==> src/rtl/rtsc_pkg.sv <==
// Shared types, constants and helper functions for the rolling table substitution cipher.
// Holds the cipher alphabet, its inverse, register indexes and mod-26 arithmetic.
// No dependencies.
`default_nettype none

package rtsc_pkg;

    localparam int unsigned ALPHA_LEN = 26;

    // ASCII anchors
    localparam logic [7:0] ASCII_UPPER_A = 8'd65;
    localparam logic [7:0] ASCII_UPPER_Z = 8'd90;
    localparam logic [7:0] ASCII_LOWER_A = 8'd97;
    localparam logic [7:0] ASCII_LOWER_Z = 8'd122;

    // Configuration register indexes
    localparam logic [1:0] REG_DECRYPT_MODE = 2'd0;
    localparam logic [1:0] REG_FIRST_SHIFT  = 2'd1;
    localparam logic [1:0] REG_SECOND_SHIFT = 2'd2;

    typedef logic [4:0] alpha_idx_t;

    // Letter class of one input byte
    typedef struct packed {
        logic is_upper;
        logic is_lower;
    } letter_class_t;

    // Cipher alphabet: position -> lowercase letter
    localparam logic [7:0] CIPHER_ALPHA [ALPHA_LEN] = '{
        "k", "o", "e", "g", "b", "p", "d", "w", "i", "t", "n", "c", "m",
        "f", "r", "y", "q", "z", "u", "l", "a", "s", "h", "x", "v", "j"
    };

    // Inverse: lowercase letter index ('a' = 0) -> position in the cipher alphabet
    localparam alpha_idx_t INV_ALPHA [ALPHA_LEN] = '{
        5'd20, 5'd4,  5'd11, 5'd6,  5'd2,  5'd13, 5'd3,  5'd22, 5'd8,
        5'd25, 5'd0,  5'd19, 5'd12, 5'd10, 5'd1,  5'd5,  5'd16, 5'd14,
        5'd21, 5'd9,  5'd18, 5'd24, 5'd7,  5'd23, 5'd15, 5'd17
    };

    function automatic letter_class_t classify(input logic [7:0] b);
        letter_class_t c;
        c.is_upper = b inside {[ASCII_UPPER_A:ASCII_UPPER_Z]};
        c.is_lower = b inside {[ASCII_LOWER_A:ASCII_LOWER_Z]};
        return c;
    endfunction

    // Fold a 5-bit value into 0..25
    function automatic alpha_idx_t reduce26(input logic [4:0] v);
        logic [4:0] r;
        r = (v >= 5'(ALPHA_LEN)) ? v - 5'(ALPHA_LEN) : v;
        return r;
    endfunction

    // (a + b) mod 26, both operands already in 0..25
    function automatic alpha_idx_t add26(input alpha_idx_t a, input alpha_idx_t b);
        logic [5:0] s;
        s = {1'b0, a} + {1'b0, b};
        if (s >= 6'(ALPHA_LEN))
        begin
            s = s - 6'(ALPHA_LEN);
        end
        return s[4:0];
    endfunction

    // (a - b) mod 26, both operands already in 0..25
    function automatic alpha_idx_t sub26(input alpha_idx_t a, input alpha_idx_t b);
        logic [5:0] s;
        s = {1'b0, a} + 6'(ALPHA_LEN) - {1'b0, b};
        if (s >= 6'(ALPHA_LEN))
        begin
            s = s - 6'(ALPHA_LEN);
        end
        return s[4:0];
    endfunction

endpackage

`default_nettype wire

==> src/rtl/rtsc_offset.sv <==
// Letter phase and shift offset tracker for the rolling substitution cipher.
// Gives the offset that applies to the current letter and steps the state.
// Depends on rtsc_pkg.
`default_nettype none

module rtsc_offset
    import rtsc_pkg::*;
(
    input  wire logic          clk,
    input  wire logic          rst_n,
    input  wire logic          step_en,
    input  wire letter_class_t cls,
    input  wire logic [4:0]    first_shift,
    input  wire logic [4:0]    second_shift,
    output alpha_idx_t         offset
);

    typedef enum logic [2:0] {
        PH_NONE   = 3'b001,
        PH_FIRST  = 3'b010,
        PH_SECOND = 3'b100
    } phase_t;

    phase_t     phase_reg;
    phase_t     phase_next;
    alpha_idx_t offset_reg;
    alpha_idx_t offset_next;
    logic       is_letter;

    assign is_letter = cls.is_upper | cls.is_lower;

    // Offset for this letter: zero on the first, then alternating decrements
    always_comb
    begin
        case (phase_reg)
            PH_NONE:
            begin
                offset_next = '0;
                phase_next  = PH_FIRST;
            end
            PH_FIRST:
            begin
                offset_next = sub26(offset_reg, reduce26(first_shift));
                phase_next  = PH_SECOND;
            end
            default:
            begin
                offset_next = sub26(offset_reg, reduce26(second_shift));
                phase_next  = PH_FIRST;
            end
        endcase
    end

    assign offset = offset_next;

    // State advances only on letters
    always_ff @(posedge clk or negedge rst_n)
    begin
        if (!rst_n)
        begin
            phase_reg  <= PH_NONE;
            offset_reg <= '0;
        end
        else if (step_en && is_letter)
        begin
            phase_reg  <= phase_next;
            offset_reg <= offset_next;
        end
    end

endmodule

`default_nettype wire

==> src/rtl/rtsc_subst.sv <==
// Combinational substitution datapath: table lookup for encrypt, inverse lookup for decrypt.
// Non-letters, and uppercase letters in decrypt mode, pass through.
// Depends on rtsc_pkg.
`default_nettype none

module rtsc_subst
    import rtsc_pkg::*;
(
    input  wire logic [7:0]    in_byte,
    input  wire letter_class_t cls,
    input  wire logic          decrypt_mode,
    input  wire alpha_idx_t    offset,
    output logic [7:0]         out_byte
);

    logic [7:0] rel;
    alpha_idx_t letter_idx;
    alpha_idx_t enc_idx;
    alpha_idx_t dec_idx;
    logic [7:0] enc_byte;
    logic [7:0] dec_byte;

    // Alphabet index of the letter (0..25 for either case)
    assign rel        = in_byte - (cls.is_upper ? ASCII_UPPER_A : ASCII_LOWER_A);
    assign letter_idx = reduce26(rel[4:0]);

    // Encrypt: rotate into the cipher alphabet
    assign enc_idx  = add26(letter_idx, offset);
    assign enc_byte = CIPHER_ALPHA[enc_idx];

    // Decrypt: find position in the cipher alphabet, rotate back, emit uppercase
    assign dec_idx  = sub26(INV_ALPHA[letter_idx], offset);
    assign dec_byte = ASCII_UPPER_A + {3'b000, dec_idx};

    always_comb
    begin
        out_byte = in_byte;
        if (!decrypt_mode && (cls.is_upper || cls.is_lower))
        begin
            out_byte = enc_byte;
        end
        else if (decrypt_mode && cls.is_lower)
        begin
            out_byte = dec_byte;
        end
    end

endmodule

`default_nettype wire

==> src/rtl/rolling_table_substitution_cipher_core.sv <==
// Top level of the rolling table substitution cipher: stream ports, config registers,
// input and result registers around the offset tracker and substitution datapath.
// Depends on rtsc_pkg, rtsc_offset, rtsc_subst.
//
//  Channel   Direction  Handshake                      Payload
//  s_axis    in         s_axis_tvalid / s_axis_tready  s_axis_tdata[7:0] = in_byte
//  m_axis    out        m_axis_tvalid / m_axis_tready  m_axis_tdata[7:0] = out_byte
//  cfg       in         cfg_we (no wait)               cfg_index, cfg_data[4:0]
//
// One item per cycle sustained while m_axis_tready stays high.
// The offset update and table lookup sit between the input register and the result
// register. A full result register with m_axis_tready low holds the input register,
// and s_axis_tready drops only when both are occupied.
// rst_n clears the valid flags, the config registers, the phase and the offset.
`default_nettype none

module rolling_table_substitution_cipher_core
    import rtsc_pkg::*;
(
    input  wire logic       clk,
    input  wire logic       rst_n,
    input  wire logic       s_axis_tvalid,
    output logic            s_axis_tready,
    input  wire logic [7:0] s_axis_tdata,   // [7:0] in_byte
    output logic            m_axis_tvalid,
    input  wire logic       m_axis_tready,
    output logic [7:0]      m_axis_tdata,   // [7:0] out_byte
    input  wire logic       cfg_we,
    input  wire logic [1:0] cfg_index,
    input  wire logic [4:0] cfg_data
);

    logic          decrypt_mode_reg;
    logic [4:0]    first_shift_reg;
    logic [4:0]    second_shift_reg;
    logic          in_valid_reg;
    logic [7:0]    in_byte_reg;
    logic          out_valid_reg;
    logic [7:0]    out_byte_reg;
    logic          in_accept;
    logic          advance;
    letter_class_t cls;
    alpha_idx_t    offset;
    logic [7:0]    result_byte;

    // Config registers
    always_ff @(posedge clk or negedge rst_n)
    begin
        if (!rst_n)
        begin
            decrypt_mode_reg <= 1'b0;
            first_shift_reg  <= '0;
            second_shift_reg <= '0;
        end
        else if (cfg_we)
        begin
            case (cfg_index)
                REG_DECRYPT_MODE: decrypt_mode_reg <= cfg_data[0];
                REG_FIRST_SHIFT:  first_shift_reg  <= cfg_data;
                REG_SECOND_SHIFT: second_shift_reg <= cfg_data;
                default:          ;
            endcase
        end
    end

    // Handshake
    assign advance       = in_valid_reg && (!out_valid_reg || m_axis_tready);
    assign s_axis_tready = !in_valid_reg || !out_valid_reg || m_axis_tready;
    assign in_accept     = s_axis_tvalid && s_axis_tready;

    // Input register
    always_ff @(posedge clk or negedge rst_n)
    begin
        if (!rst_n)
        begin
            in_valid_reg <= 1'b0;
        end
        else if (in_accept)
        begin
            in_valid_reg <= 1'b1;
        end
        else if (advance)
        begin
            in_valid_reg <= 1'b0;
        end
    end

    always_ff @(posedge clk)
    begin
        if (in_accept)
        begin
            in_byte_reg <= s_axis_tdata;
        end
    end

    assign cls = classify(in_byte_reg);

    rtsc_offset u_offset (
        .clk          (clk),
        .rst_n        (rst_n),
        .step_en      (advance),
        .cls          (cls),
        .first_shift  (first_shift_reg),
        .second_shift (second_shift_reg),
        .offset       (offset)
    );

    rtsc_subst u_subst (
        .in_byte      (in_byte_reg),
        .cls          (cls),
        .decrypt_mode (decrypt_mode_reg),
        .offset       (offset),
        .out_byte     (result_byte)
    );

    // Result register
    always_ff @(posedge clk or negedge rst_n)
    begin
        if (!rst_n)
        begin
            out_valid_reg <= 1'b0;
        end
        else if (advance)
        begin
            out_valid_reg <= 1'b1;
        end
        else if (m_axis_tready)
        begin
            out_valid_reg <= 1'b0;
        end
    end

    always_ff @(posedge clk)
    begin
        if (advance)
        begin
            out_byte_reg <= result_byte;
        end
    end

    assign m_axis_tvalid = out_valid_reg;
    assign m_axis_tdata  = out_byte_reg;

endmodule

`default_nettype wire

==> config.mk <==
export PLATFORM = sky130hd
export DESIGN_NAME = rolling_table_substitution_cipher_core
export DESIGN_NICKNAME = d
export VERILOG_FILES = /design/src/rtl/rtsc_pkg.sv /design/src/rtl/rtsc_offset.sv /design/src/rtl/rtsc_subst.sv /design/src/rtl/rolling_table_substitution_cipher_core.sv
export SDC_FILE = /design/constraint.sdc
export NUM_CORES = 1
export LEC_CHECK = 0
export BUFFER_PORTS_ARGS = -buffer_cell sky130_fd_sc_hd__buf_4
export CAP_MARGIN = 30
export CORE_ASPECT_RATIO = 1.2
export CORE_MARGIN = 1.5
export CORE_UTILIZATION = 50
export CTS_BUF_LIST = sky130_fd_sc_hd__clkbuf_16
export DETAILED_ROUTE_END_ITERATION = 16
export PLACE_DENSITY = 0.75
export SYNTH_ARGS = -nofsm -noshare
export SYNTH_HDL_FRONTEND = slang
export SYNTH_SLANG_ARGS = --single-unit
==> constraint.sdc <==
create_clock -name clk -period 9.21 [get_ports clk]
set_clock_uncertainty 0.15 [all_clocks]
set_input_delay 0.4605 -clock clk [delete_from_list [all_inputs] [get_ports clk]]
set_output_delay 0.4605 -clock clk [all_outputs]
set_load 0.05 [all_outputs]
* After elaboration in Yosys (flattened, before gate mapping)
Memory sizes are Yosys's and may differ from the RTL's.
Cells that the tools add are included.
** Storage, ports and cells
- ROM bits :: 416
- Input port bits :: 20
- Output and inout bits :: 10
- Flip-flop bits (word level) :: 37
- Memories kept :: 2
- Word-level logic and storage cells :: 85
** Memories
- (name not given) :: depth 32, width 8, rd ports 1, clocked after memory_dff 0, write ports 0, line rtsc_subst.sv:29 : assign enc_byte = CIPHER_ALPHA[enc_idx];
- (name not given) :: depth 32, width 5, rd ports 1, clocked after memory_dff 0, write ports 0, line rtsc_subst.sv:32 : assign dec_idx = sub26(INV_ALPHA[letter_idx], offset);
** Cells by class
- $lt $le $gt $ge :: 13
- Bitwise logic cells :: 3
- Equal/unequal tests :: 4
- Add/sub/neg operators :: 15
- Mux-type cells :: 19
- Reduce and logical (&&, ||, !) cells :: 20
** Operators by type and width (count)
- 2-to-1 mux 5 bit :: 9
- subtractor 5 bit, second input constant :: 8
- 2-to-1 mux 8 bit :: 4
- >= comparator 6 x 5 -> 1 bit, second input constant :: 4
- subtractor 6 x 5 -> 6 bit :: 3
- >= comparator 8 x 7 -> 1 bit, second input constant :: 2
- <= comparator 8 x 7 -> 1 bit, second input constant :: 2
- >= comparator 5 bit, second input constant :: 3
- adder 5 x 5 -> 6 bit, second input constant :: 2
- >= comparator 6 bit, second input constant :: 2
- inverter 5 -> 6 bit :: 2
- case mux 5 bit (2 select lines) :: 1
- adder 7 x 5 -> 8 bit, first input constant :: 1
- logical AND 1 bit :: 7
- adder 5 x 5 -> 6 bit :: 1
- AND reduction 2 bit :: 3
- logical OR 1 bit :: 4
- 2-to-1 mux 1 bit :: 4
- nonzero test 2 bit :: 2
- equality test 3 x 1 -> 1 bit, second input constant :: 1
- equality test 3 x 2 -> 1 bit, second input constant :: 1
- logical NOT 1 bit :: 3
- 2-to-1 mux 3 bit :: 1
- equality test 2 x 1 -> 1 bit, second input constant :: 1
- 3 further kinds :: 3

* Depth between registers and ports, before layout
Gate-level depths: netlist of the first run.
- Depth after elaboration :: 14
- Depth in mapped cells :: 26
- Gate-level depth less buffers :: 26

* Modules after synthesis
A second synthesis of the first run with hierarchy kept.
** Second synthesis, totals
- Cell total of the unflattened synthesis :: 476
- Area, all modules :: 4177.8 µm²
** Modules (own cells, without submodules)
- rtsc_subst :: sequential area each 0.0 µm², times used 1, cells each 250, area each 1826.8 µm²
- rtsc_offset :: sequential area each 201.4 µm², times used 1, cells each 170, area each 1317.5 µm²
- rolling_table_substitution_cipher_core :: sequential area each 805.8 µm², times used 1, cells each 56, area each 1033.5 µm²

* Worst setup path after synthesis of the first run
Ideal clock, no wire load.
- Path type :: register to register
- From :: register first_shift_reg[1]
- To :: register out_byte_reg[1] (netlist: m_axis_tdata[1]), data pin
- Library setup time :: 0.255 ns
- Data required time :: 8.805 ns
- Setup slack :: 3.234 ns
- Stages on the path, launching flop included :: 27
- Arrival :: 5.570 ns
- Clock period less this slack :: 5.976 ns
- Path buffers :: 0
- Cells stage by stage :: dfrtp_1 > inv_1 > ha_1 > o21ai_0 > a31oi_1 > a21oi_1 > ha_1 > nor2b_1 > o31a_1 > or4_1 > and3_4 > nand2_2 > xnor2_1 > a22oi_4 > inv_1 > ha_1 > a211oi_2 > nor2_1 > or2_4 > o31a_1 > mux2i_1 > ha_1 > inv_1 > a21oi_1 > o311a_1 > a311o_1 > a31o_1
** Between the ends
- Word-level cells in the longest chain between the ends :: 14
- Elaborated cells on any way between the ends :: 23
- Classes of those cells :: add/sub (8); order compare (4); mux (9); bitwise (1); memory (1)
** RTL lines
- start, declared :: line rolling_table_substitution_cipher_core.sv:34 : logic [4:0] first_shift_reg;
- start signal, assigned :: line rolling_table_substitution_cipher_core.sv:59 : REG_FIRST_SHIFT: first_shift_reg <= cfg_data;
- subtractor 5 bit / >= comparator 5 bit (equally long branches) :: line rtsc_pkg.sv:52 : r = (v >= 5'(ALPHA_LEN)) ? v - 5'(ALPHA_LEN) : v;
- 2-to-1 mux 5 bit (*) :: line rtsc_pkg.sv:52
- subtractor 6 x 5 -> 6 bit (*) :: line rtsc_pkg.sv:70 : s = {1'b0, a} + 6'(ALPHA_LEN) - {1'b0, b};
- subtractor 5 bit / >= comparator 6 x 5 -> 1 bit (equally long branches) :: line rtsc_pkg.sv:73, rtsc_pkg.sv:71
- 2-to-1 mux 5 bit (*) :: line rtsc_pkg.sv:71 : if (s >= 6'(ALPHA_LEN))
- case mux 5 bit (2 select lines) (*) :: line rtsc_offset.sv:35 : case (phase_reg)
- named net offset[1] :: line rolling_table_substitution_cipher_core.sv:43 : alpha_idx_t offset;
- adder 5 x 5 -> 6 bit :: line rtsc_pkg.sv:59 : s = {1'b0, a} + {1'b0, b};
- subtractor 5 bit / >= comparator 6 x 5 -> 1 bit (equally long branches) :: line rtsc_pkg.sv:62, rtsc_pkg.sv:60
- 2-to-1 mux 5 bit :: line rtsc_pkg.sv:60 : if (s >= 6'(ALPHA_LEN))
- inverter 5 -> 6 bit (implied by the code) :: line rtsc_subst.sv:29
- memory read (32 x 8 bit)
- 2-to-1 mux 8 bit (implied by the code) (2 in series) :: line rtsc_subst.sv:29
- 2-to-1 mux 8 bit (*) :: line rtsc_subst.sv:38 : if (!decrypt_mode && (cls.is_upper || cls.is_lower))
- named net result_byte[1] :: line rolling_table_substitution_cipher_core.sv:44 : logic [7:0] result_byte;
- end signal, assigned :: line rolling_table_substitution_cipher_core.sv:137 : out_byte_reg <= result_byte;
- end, declared :: line rolling_table_substitution_cipher_core.sv:39 : logic [7:0] out_byte_reg;
The timed path passes the listed nets; every way through them passes the cells marked *. The select of a mux whose other input is x is not followed.
A chain may end at the register's enable or synchronous reset.

* Worst setup path after layout of the first run
Ends and elaborated chain as after synthesis.

==> flow_summary.json, run 1 <==
{
  "status": "finished, final reports clean",
  "die-area_sq_mm": 0.00846,
  "crit_path_max_incr_delay_ns": 0.45,
  "async_flop_share_pct": 56.8,
  "cp_data_required_time_ns": 9.10,
  "via_count": 3384,
  "cpMaxStageDelayCell": "mux2i_1",
  "top_layer_used": "met4",
  "grt_overflow": 0,
  "htree_levels": 2,
  "grtUsageTotal_pct": 21.1,
  "hp-class": "in2reg",
  "synthToLayoutAreaGrowth_pct": 11.3,
  "min_to": "in_byte_reg[2]$_DFFE_PP_",
  "setup_viol": 0,
  "synth_ff_type": "dfrtp_1",
  "cts_tree": "done",
  "route.met3.wl_um": 249,
  "hold_violations": 0,
  "final_cell_area_sq_mm": 0.00440,
  "netlist_instances": 438,
  "grt_pass1_wl_um": 14900,
  "clk_pin_slew_ns": 0.06,
  "synth-edff-count": 16,
  "wl_met2_um": 4530,
  "post_cts_resize_count": 0,
  "via_per_inst": 6.06,
  "port_buffers": 29,
  "yosysSeqAreaShare_pct": 25.5,
  "grt_max_degree": 22,
  "rr_endpoint": "m_axis_tdata[1]$_DFFE_PP_",
  "drive_gt1_share_pct": 17.2,
  "die_h_um": 100,
  "crit_start": "first_shift_reg[1]$_DFFE_PN0P_",
  "crit_fanout": 6,
  "synth_warnings": 0,
  "post_cts_buffers": 0,
  "reg2reg_depth": 26,
  "finalSetupTns_ns": 0,
  "rsz0062_at_grt": "no",
  "critPathMostFrequentCell": "ha_1",
  "fmax_mhz": 151,
  "worstHoldPathCells": 1,
  "placed_area_sq_mm": 0.00425,
  "num_rows": 35,
  "ys_ff_latch": 37,
  "syn_area_per_cell_sq_um": 9.04,
  "drc": 0,
  "drv_cap": 0,
  "wl_met1_um": 3790,
  "dr.first_iter.drc_count": 188,
  "hpwl_um": 7050,
  "dr.pass1.iters": 4,
  "dp.cells": 549,
  "insertion_delay_ns": 0.28,
  "slew_viol_final": 0,
  "cts_made_buffers": 5,
  "syn_area_sq_mm": 0.00396,
  "core_area_sq_mm": 0.00766,
  "root_buffer": "clkbuf_16",
  "wl_um": 8780,
  "final_cell_mix": "ha_1, inv_1, a21oi_1, nand2_1, buf_4",
  "critPathLaunchType": "flip-flop",
  "relSlewSlack_pct": 40.0,
  "end_kind": "flip-flop",
  "min_period_ns": 6.62,
  "post_drt_wl_per_cell_um": 15.7,
  "globalplace.congestion": 0.894,
  "min_from": "s_axis_tdata[2]",
  "final_common_cell": "ha_1",
  "crit_type": "reg2reg",
  "nets": 533,
  "initial_core_util_pct": 51.6,
  "die_w_um": 84.2,
  "n_antenna_cell": 0,
  "io_pins": 30,
  "yosysUniqueCellTypes": 81,
  "syn_nets": 506,
  "antenna_found_initial": 0,
  "rr_startpoint": "first_shift_reg[1]$_DFFE_PN0P_",
  "worstPathArrival_ns": 6.50,
  "stdcell_count": 558,
  "cts_sinks": 37,
  "worst_slew_pin_slew_ns": 0.899,
  "antenna_left": 0,
  "rrSetupSlack_ns": 2.59,
  "grt_pass1_vias": 3354,
  "period_share_pct": 71.8,
  "clock_path_buffers": 2,
  "num-fill-cells": 667
}
## layout make-up
cell class	count	area, sq um	area share (%)
sequential	37	1010	22.9
multi-input combinational	356	2780	63.0
inverter	35	134	3.04
clock inverter	3	20.0	0.455
clock buffer	5	125	2.84
timing repair buffer	30	228	5.17
tap	92	115	2.61
## worst max-delay path, delay by kind of cell, from the launching register on
kind | cells | cell delay [ns]
compound gates | 11 | 2.57
xor+xnor | 1 | 0.10
fa+ha+maj | 4 | 1.18
buf+inv | 3 | 0.29
flops | 1 | 0.37
mux | 1 | 0.45
simple gates | 6 | 1.27
## Yosys cell counts (10+ instances only)
library cell,count,area (sq um)
a21oi_1,31,155
dfrtp_1,20,500
edfxtp_1,16,480
ha_1,44,551
inv_1,34,128
mux2_2,14,158
nand2_1,31,116
nor2_1,27,101
nor2b_1,10,62.6
nor3_1,11,55.1
o21ai_0,22,110
xnor2_1,17,149
## worst max-delay path by stage
| stage | slack, ns | to |
|---|---|---|
| 6_report | 2.59 | m_axis_tdata[1]$_DFFE_PP_ |
| 5_1_grt | 2.25 | m_axis_tdata[1]$_DFFE_PP_ |
| 4_1_cts | 2.61 | m_axis_tdata[1]$_DFFE_PP_ |
| 3_5_place_dp | 2.65 | m_axis_tdata[1]$_DFFE_PP_ |
| 3_3_place_gp | 2.73 | m_axis_tdata[1]$_DFFE_PP_ |
| 2_1_floorplan | 3.23 | m_axis_tdata[1]$_DFFE_PP_ |
## cell families (layout without fill, tap and decap cells)
group	count (synthesis)	after routing	synth area share, %
xor gates and xnor gates	24	24	5.50
adders and majority gates	48	48	15.9
DFF	37	37	25.5
buffers and inverters	45	73	4.43
and+or+nand+nor	133	133	17.8
muxes	23	23	6.51
AOI/OAI and AO/OA	128	128	24.4
## through the flow
step                hold WS, ns  setup slack, ns  utilization (%)
floorplan                0.0149             3.23                -
global placement          0.209             2.73             55.4
detailed placement        0.214             2.65             55.4
CTS                       0.201             2.61             57.5
global route              0.202             2.25             57.5
finish                    0.204             2.59             57.5
## routing by layer
layer  track usage (%)  up-vias
met4              6.43        0
met2              38.9       72
met5                 0        -
met3              2.70       16
li1                  -     1675
met1              25.7     1621
## repair_timing
item / 4_1_cts / 5_1_grt
hold buffers: 1 / 0
setup endpoints to repair: 0 / 0
hold endpoints to repair: 20 / 0
Power of run 1 is not shown: default switching activity piles up to over one toggle a cycle in this logic, so the estimate is an artifact.
==> run 2: changes to the inputs <==
--- a/config.mk
+++ b/config.mk
@@ -5,6 +5,7 @@
 export SDC_FILE = /design/constraint.sdc
 export NUM_CORES = 1
 export LEC_CHECK = 0
+export ABC_AREA = 1
 export BUFFER_PORTS_ARGS = -buffer_cell sky130_fd_sc_hd__buf_4
 export CAP_MARGIN = 30
 export CORE_ASPECT_RATIO = 1.2
==> constraint.sdc (replaced) <==
create_clock -name clk -period 6.86 [get_ports clk]
set_clock_uncertainty 0.15 [all_clocks]
set_input_delay 0.343 -clock clk [delete_from_list [all_inputs] [get_ports clk]]
set_output_delay 0.343 -clock clk [all_outputs]
set_load 0.05 [all_outputs]
==> run 2 against run 1 <==
Net effect:
- cell count rose by 22%
- hold slack got worse by 0.12 ns
- clock-buffer cell count did not move
- die area fell by 0.46%
- register-to-register slack got worse by 1.7 ns
- final area rose by 0.23%
==> flow_summary.json, run 2 <==
{
  "synthToLayoutAreaGrowth_pct": 12.1,
  "post_drt_wl_per_cell_um": 13.2,
  "core_area_sq_mm": 0.00766,
  "synth.most_common_cell": "nand2_1",
  "via_per_inst": 5.41,
  "die_h_um": 100,
  "wl_um": 8990,
  "rr_endpoint": "m_axis_tdata[2]$_DFFE_PP_",
  "rsz0062_at_grt": "no",
  "hp-class": "in2reg",
  "synth_compound_area_share_pct": 12.1,
  "min_period_ns": 5.98,
  "synth-xor-area-share_pct": 5.91,
  "grt_pass1_vias": 3723,
  "setup_viol": 0,
  "cts_made_buffers": 5,
  "worstHoldPathCells": 1,
  "synth_ff_type": "dfrtp_1",
  "seqCellArea_sq_mm": 0.00101,
  "netlist_instances": 556,
  "drc": 0,
  "synthMuxAreaShare_pct": 0,
  "syn_nets": 624,
  "clock_path_buffers": 2,
  "grt_pass1_wl_um": 15600,
  "crit_type": "reg2reg",
  "cts_sinks": 37,
  "dr.pass1.iters": 4,
  "rr_startpoint": "in_byte_reg[0]$_DFFE_PP_",
  "grt_overflow": 0,
  "end_kind": "flip-flop",
  "hpwl_um": 7370,
  "syn_area_sq_mm": 0.00394,
  "initial_core_util_pct": 51.4,
  "rrSetupSlack_ns": 0.88,
  "yosys.area.top_type": "ha_1",
  "relSlewSlack_pct": 37.6,
  "nets": 658,
  "drv_cap": 0,
  "yosysSeqAreaShare_pct": 25.6,
  "finalSetupTns_ns": 0,
  "num-fill-cells": 703,
  "status": "finished, final reports clean",
  "syn_area_per_cell_sq_um": 7.08,
  "num_rows": 35,
  "crit_fanout": 9,
  "dr.first_iter.drc_count": 210,
  "multi_input_area_sq_mm": 0.00259,
  "worst_slew_pin_slew_ns": 0.936,
  "slew_viol_final": 0,
  "synth-edff-count": 16,
  "drive_gt1_share_pct": 12.2,
  "die-area_sq_mm": 0.00842,
  "cts_tree": "done",
  "grt_max_degree": 22,
  "final_common_cell": "nand2_1",
  "min_from": "s_axis_tdata[3]",
  "antenna_left": 0,
  "synth_top_area_share_pct": 14.0,
  "critPathLaunchType": "flip-flop",
  "clk_pin_slew_ns": 0.06,
  "critPathMostFrequentCell": "nand2_1",
  "globalplace.congestion": 0.922,
  "synth_warnings": 0,
  "insertion_delay_ns": 0.28,
  "final_cell_mix": "nand2_1, inv_1, nand3_1, ha_1, o21ai_0",
  "synthTopCellsByCount": "nand2_1, inv_1, nand3_1, ha_1, o21ai_0",
  "via_count": 3697,
  "async_flop_share_pct": 56.8,
  "yosysUniqueCellTypes": 44,
  "synth-adder-area-share_pct": 16.0,
  "period_share_pct": 87.2,
  "worstPathArrival_ns": 5.87,
  "port_buffers": 29,
  "io_pins": 30,
  "grtUsageTotal_pct": 22.4,
  "reg2reg_depth": 32,
  "synth_top_family_by_area": "simple AND/OR/NAND/NOR gates",
  "post_cts_buffers": 0,
  "placed_area_sq_mm": 0.00426,
  "ys_ff_latch": 37,
  "final_cell_area_sq_mm": 0.00441,
  "synthSimpleGateAreaFrac_pct": 31.7,
  "cp_data_required_time_ns": 6.74,
  "fmax_mhz": 167,
  "die_w_um": 84.0,
  "htree_levels": 2,
  "n_antenna_cell": 0,
  "root_buffer": "clkbuf_16",
  "cpMaxStageDelayCell": "xor2_1",
  "crit_path_max_incr_delay_ns": 0.59,
  "antenna_found_initial": 0,
  "min_to": "in_byte_reg[3]$_DFFE_PP_",
  "synth_area_leaders": "ha_1, nand2_1, dfrtp_1, edfxtp_1, nand3_1",
  "hold_violations": 0
}
run 2: changes by cell type in the layout (fill, tap and decap cells not counted), sizes merged, moves of 9 or more:
cell / delta
nand2: +125
a211oi: -9
inv: +53
nor2b: -10
xor2: +9
a21oi: -10
xnor2: -12
mux2: -16
o21ai: +19
nand3: +60
nand2b: -9
run 2: worst max path at each step:
| stage | endpoint | depth (start not counted) | startpoint |
|---|---|---|---|
| after floorplan | m_axis_tdata[2]$_DFFE_PP_ | 29 | in_byte_reg[0]$_DFFE_PP_ |
| after global placement | m_axis_tdata[2]$_DFFE_PP_ | 31 | in_byte_reg[0]$_DFFE_PP_ |
| after detailed placement | m_axis_tdata[2]$_DFFE_PP_ | 32 | in_byte_reg[0]$_DFFE_PP_ |
| after CTS | m_axis_tdata[2]$_DFFE_PP_ | 32 | in_byte_reg[0]$_DFFE_PP_ |
| after global routing | m_axis_tdata[2]$_DFFE_PP_ | 31 | in_byte_reg[0]$_DFFE_PP_ |
| final | m_axis_tdata[2]$_DFFE_PP_ | 32 | in_byte_reg[0]$_DFFE_PP_ |
run 2: worst max-delay path, delay by kind of cell, from the launching register on:
| kind | cells | cell delay [ns] |
|---|---|---|
| fa+ha+maj | 6 | 1.58 |
| simple gates | 16 | 1.54 |
| xor+xnor | 2 | 0.93 |
| buf+inv | 5 | 0.70 |
| flops | 1 | 0.51 |
| compound gates | 3 | 0.31 |
run 2: final cells by class:
class	count	share of cell area, %
timing repair buffer	30	5.16
sequential	37	22.8
inverter	88	7.48
tap	92	2.61
clock inverter	3	0.454
multi-input combinational	428	58.6
clock buffer	5	2.83
run 2: what timing repair did:
item | 4_1_cts | 5_1_grt
hold endpoints to repair | 20 | 0
gates resized for setup | 0 | 0
hold buffers | 1 | 0
run 2: layer usage:
metal | global-route usage [%] | vias to the layer above | share of wire (%)
met4 | 8.70 | 0 | 2.5
met2 | 43.7 | 82 | 54
li1 | - | 1900 | -
met5 | 0 | - | 0
met3 | 2.80 | 27 | 2.9
met1 | 24.4 | 1688 | 40
run 2: cell families after synthesis:
kind of cell	count (synthesis)
buf+inv	91
fa+ha+maj	48
flops	37
xor+xnor	21
compound gates	82
simple gates	277
run 2: stage by stage:
stage                     instances  setup slack [ns]  utilization (%)  hold WS, ns
after floorplan                 556              1.82                -       -0.103
after global placement          674              1.19             55.6       0.0834
after detailed placement        674             0.944             55.6       0.0847
after CTS                       683             0.949             57.6       0.0768
after global routing            683             0.268             57.6       0.0744
final                           683             0.875             57.6       0.0843
Power of run 2 is left out for the same reason.
